$ cat src/hw/rtl/gb9c_pkg.sv
`timescale 1ns / 1ps
// ----------------------------------------------------------------------------
// gb9c_pkg
// shared constants, item codes and dot merge functions for the character
// generator
// ----------------------------------------------------------------------------
package gb9c_pkg;

	localparam int TEXT_LINES_DEF  = 25;
	localparam int TEXT_COLS_DEF   = 80;
	localparam int GLYPH_ROWS_DEF  = 14;
	localparam int FONT_CHARS_DEF  = 256;
	localparam int QUEUE_DEPTH_DEF = 2;

	localparam int CELL_W = 9;

	localparam int KIND_W = 2;
	localparam int CODE_W = 8;
	localparam int ROW_W  = 4;
	localparam int DOTS_W = 8;
	localparam int LINE_W = 5;
	localparam int COL_W  = 7;
	localparam int BIDX_W = 7;
	localparam int BYTE_W = 8;

	typedef enum logic [KIND_W-1:0] {
		OP_LOAD = 2'd0,
		OP_DRAW = 2'd1,
		OP_READ = 2'd2,
		OP_NONE = 2'd3
	} op_t;

	// width of the job word carried from front to back
	function automatic int job_bits(input int font_aw, input int bank_aw);
		return KIND_W + 1 + font_aw + 2 * bank_aw + 1 + 3 + DOTS_W;
	endfunction

	function automatic logic [BYTE_W-1:0] first_keep(input logic [2:0] phase);
		logic [BYTE_W-1:0] k;
		unique case (phase)
			3'd0: k = 8'h00;
			3'd1: k = 8'hC0;
			3'd2: k = 8'hE0;
			3'd3: k = 8'hF0;
			3'd4: k = 8'hF8;
			3'd5: k = 8'hFC;
			3'd6: k = 8'hFE;
			3'd7: k = 8'hFF;
		endcase
		return k;
	endfunction

	function automatic logic [BYTE_W-1:0] second_keep(input logic [2:0] phase);
		logic [BYTE_W-1:0] k;
		unique case (phase)
			3'd0: k = 8'h3F;
			3'd1: k = 8'h1F;
			3'd2: k = 8'h0F;
			3'd3: k = 8'h07;
			3'd4: k = 8'h03;
			3'd5: k = 8'h01;
			3'd6: k = 8'h00;
			3'd7: k = 8'h00;
		endcase
		return k;
	endfunction

	function automatic logic [BYTE_W-1:0] merge_first(input logic [BYTE_W-1:0] old,
			input logic [DOTS_W-1:0] dots, input logic [2:0] phase);
		logic [3:0] sh;
		sh = 4'(phase) + 4'd1;
		return (old & first_keep(phase)) | (dots >> sh);
	endfunction

	function automatic logic [BYTE_W-1:0] merge_second(input logic [BYTE_W-1:0] old,
			input logic [DOTS_W-1:0] dots, input logic [2:0] phase);
		logic [2:0] sh;
		sh = 3'd7 - phase;
		return (old & second_keep(phase)) | 8'(dots << sh);
	endfunction

endpackage

$ cat src/hw/rtl/gb9c_queue.sv
`timescale 1ns / 1ps
// ----------------------------------------------------------------------------
// gb9c_queue
// short first-in first-out queue between front and back
// ----------------------------------------------------------------------------
module gb9c_queue #(
	parameter int WIDTH = 8,
	parameter int DEPTH = gb9c_pkg::QUEUE_DEPTH_DEF,
	localparam int PtrW = (DEPTH > 1) ? $clog2(DEPTH) : 1,
	localparam int CntW = $clog2(DEPTH + 1)
) (
	input  logic             clk,
	input  logic             arst_n,
	input  logic             push_valid,
	output logic             push_ready,
	input  logic [WIDTH-1:0] push_data,
	output logic             pop_valid,
	input  logic             pop_ready,
	output logic [WIDTH-1:0] pop_data
);

	logic [WIDTH-1:0] mem_q [DEPTH];
	logic [PtrW-1:0]  wr_q;
	logic [PtrW-1:0]  rd_q;
	logic [CntW-1:0]  cnt_q;
	logic             push_fire;
	logic             pop_fire;

	assign push_ready = cnt_q != CntW'(DEPTH);
	assign pop_valid  = cnt_q != '0;
	assign pop_data   = mem_q[rd_q];
	assign push_fire  = push_valid && push_ready;
	assign pop_fire   = pop_valid && pop_ready;

	always_ff @(posedge clk) begin
		if (push_fire) begin
			mem_q[wr_q] <= push_data;
		end
	end

	always_ff @(posedge clk or negedge arst_n) begin
		if (!arst_n) begin
			wr_q  <= '0;
			rd_q  <= '0;
			cnt_q <= '0;
		end else begin
			if (push_fire) begin
				wr_q <= (wr_q == PtrW'(DEPTH - 1)) ? '0 : wr_q + PtrW'(1);
			end
			if (pop_fire) begin
				rd_q <= (rd_q == PtrW'(DEPTH - 1)) ? '0 : rd_q + PtrW'(1);
			end
			if (push_fire && !pop_fire) begin
				cnt_q <= cnt_q + CntW'(1);
			end else if (pop_fire && !push_fire) begin
				cnt_q <= cnt_q - CntW'(1);
			end
		end
	end

	a_cnt_bound: assert property (@(posedge clk) disable iff (!arst_n)
		cnt_q <= CntW'(DEPTH))
		else $error("queue count above depth");

	a_cnt_up: assert property (@(posedge clk) disable iff (!arst_n)
		(push_fire && !pop_fire) |=> (cnt_q == $past(cnt_q) + CntW'(1)))
		else $error("queue count lost a transfer");

endmodule

$ cat config.mk
export PLATFORM = sky130hd
export DESIGN_NAME = gb9c_queue
export DESIGN_NICKNAME = d
export VERILOG_FILES = /design/src/hw/rtl/gb9c_pkg.sv /design/src/hw/rtl/gb9c_queue.sv
export SDC_FILE = /design/constraint.sdc
export NUM_CORES = 1
export LEC_CHECK = 0
export CORE_UTILIZATION = 45
export DETAILED_ROUTE_END_ITERATION = 10
export DONT_BUFFER_PORTS = 1
export SLEW_MARGIN = 20
export SYNTH_ARGS = -nofsm -noshare
export SYNTH_HDL_FRONTEND = slang
export SYNTH_SLANG_ARGS = --single-unit
export TNS_END_PERCENT = 100
$ cat constraint.sdc
create_clock -name clk -period 3.9 [get_ports clk]
set_input_delay 0.39 -clock clk [delete_from_list [all_inputs] [get_ports clk]]
set_output_delay 0.39 -clock clk [all_outputs]
set_load 0.02 [all_outputs]
==> flow_summary.toml <==
[status]
status = "finished, violations left"
violations = "DRC"

[route]
wl_per_cell_um = 16.92
routed_wl_um = 1066
drtIter0Drc = 7
dr.pass1.iters = 7
drtAntennaViolNets = 0
drc_errors = 1
vias_per_cell = 5.635
vias = 355

[yosys]
ys_ff_latch = 20
synth_adder_area_share_pct = 1.590
synth-xor-area-share_pct = 5.564
synth_top_family_by_area = "multiplexers"
syn_area_per_cell_sq_um = 18.30
ys_seq_area_share_pct = 73.77
synth_area_sq_um = 787.0
yosys_most_used_dff = "edfxtp_1"
synth_most_common_cell = "edfxtp_1"
netlist.area_leader.share_pct = 61.05
synthCells = 43
synth_edf_count = 16
yosys-top-cells-count = "edfxtp_1 (16), mux2_2 (8), dfrtp_1 (4)"
yosys.area_share.simple_pct = 6.518
synthMuxAreaShare_pct = 11.45
synth_nets = 56
ys_types = 14
synth_compound_area_share_pct = 0
synth_warnings = 0
synth_top_area_cell = "edfxtp_1"
synth-async-reset-ratio_pct = 20.00
synth_area_leaders = "edfxtp_1 (61%), dfrtp_1 (13%), mux2_2 (11%)"

[power]
seqPwrFrac_pct = 51.3
netSwitchingFraction_pct = 35.36
power_density_mw_per_mm2 = 799.0
power.internal_mw = 0.4329
p_leak_nw = 0.3066
combPwrFrac_pct = 34.0
vdd_drop_max_mv = 0.5698
clock_power_share_pct = 14.7
p_switching_mw = 0.2369

[floorplanning]
rows = 14
initial_utilization_pct = 49.92
die_w_um = 43.82
ios = 22
core-area_sq_mm = 0.001577
die_h_um = 43.82
die_area_sq_mm = 0.001920

[grt]
gr-usage-all-layers_pct = 12.74
grt_max_degree = 12
antenna_found_initial = 0
grt_pass1_vias = 386
grt-ovfl-total = 0
grt_pass1_wl_um = 1642

[job]
max-cap-violations = 0

[setup_path]
cp_slowest_cell = "dfrtp_1"
crit_family = "flip-flops"
critPathKind = "reg -> out"
max_stage_delay_ps = 570
path_max_fanout = 9
path_cells = "mux2_2"
reg2reg_slack_ps = 2240
critical_path_required_ps = 3510
startpoint_type = "register"
arrival_ps = 1310
crit_buf_inv = 0
endpoint_kind = "primary output"

[cts]
numCtsBuffers = 3
clk_pin_slew_ps = 110
root_buffer = "clkbuf_4"
post_cts_buffers = 0
clk_latency_ps = 300
clock_path_buffers = 2
cts_tree = "done"
ctsHtreeMaxLevel = 1
cts_sinks = 20
cts-resized-gates = 0

[timing]
relSlewSlack_pct = 54.30
grt_setup_unrepaired = "false"
fin_skew_ps = 10.65
worst_pin_slew_ps = 683.0
fin_crit_sh_pct = 43.56
fmax_ghz = 0.5886
fin_setup_tns_ps = 0
slew_violations = 0
setup_viol = 0
hold_viol_final = 0
fin_crit_ps = 1699

[final_layout]
multiInputGateArea_sq_um = 197.7
antenna_cells = 0
drive_gt1_share_pct = 29.79
final_core_util_pct = 53.17
syn2layout_area_growth_pct = 6.518
seq_area_sq_um = 580.6
nFillCells = 133
nNetsFinal = 61

[place]
io_buffers = 0
gp_congestion = 0.5636
dp_hpwl_um = 793.9

[hold_path]
holdCritPathClass = "in -> reg"
==> final timing paths <==
kind,start,cells past startpoint,to
max,rd_q,1,pop_data[0]
min,push_data[5],0,mem_q[0][5]
max reg2reg,cnt_q[0],3,mem_q[0][4]
min reg2reg,wr_q,1,wr_q
max in group asynchronous,arst_n,1,rd_q
min in group asynchronous,arst_n,1,wr_q
==> stage by stage <==
stage	worst slack [ps]	cell area, sq um	instances	total power [mW]	hold slack (ps)
2_1_floorplan	2485	787.0	43	0.5478	94.41
3_3_place_gp	2354	802.0	58	0.5681	94.51
3_5_place_dp	2231	802.0	58	0.5809	94.52
4_1_cts	2162	838.3	63	0.6801	171.7
5_1_grt	2119	838.3	63	0.7030	160.3
6_report	2201	838.3	63	0.6698	178.2
==> cells by family (layout without fill, tap and decap cells) <==
| group | Yosys count | in the layout |
|---|---|---|
| multiplexers | 8 | 8 |
| XOR/XNOR | 5 | 5 |
| flip-flops | 20 | 20 |
| buffers and inverters | 2 | 6 |
| AND/OR/NAND/NOR | 7 | 7 |
| adder cells (fa/ha/maj) | 1 | 1 |
==> power groups by stage <==
stage	clock [mW]	combinational [mW]	sequential (mW)
6_report	0.0982	0.228	0.344
3_5_place_dp	0	0.232	0.349
4_1_cts	0.102	0.232	0.346
3_3_place_gp	0	0.223	0.345
5_1_grt	0.109	0.242	0.353
2_1_floorplan	0	0.223	0.325
==> timing repair <==
action,CTS,global route
endpoints found under the hold margin,4,0
hold buffers,1,0
endpoints found under the setup margin,0,0
==> sequential cells by signal, summed over array words and instances, names as in the netlist <==
name and flops:
mem_q 16, cnt_q 2, rd_q 1, wr_q 1
==> layer usage <==
layer | wire length (um) | global-route usage [%]
met4 | 19 | 7.500
met1 | 420 | 12.50
met5 | 0 | 0
met2 | 537 | 22.09
met3 | 90 | 5.417
==> layout by cell type, fill, tap and decap left out, drive strengths merged <==
cell type | Yosys | final
xnor2 | 3 | 3
or2 | 1 | 1
xor2 | 2 | 2
and3 | 1 | 1
dlygate4sd3 | 0 | 1
dfrtp | 4 | 4
edfxtp | 16 | 16
clkbuf | 0 | 4
inv | 1 | 1
nor2 | 2 | 2
nand2 | 2 | 2
ha | 1 | 1
mux2 | 8 | 8
nand2b | 1 | 1
==> final cells by class <==
class                           instances  area share [%]
Sequential cell                        20           69.25
Multi-Input combinational cell         21           23.58
Clock buffer                            4           3.134
Tap cell                               16           2.388
Timing Repair Buffer                    1           1.194
Inverter                                1          0.4478
Power figures use the tool's default switching activity.
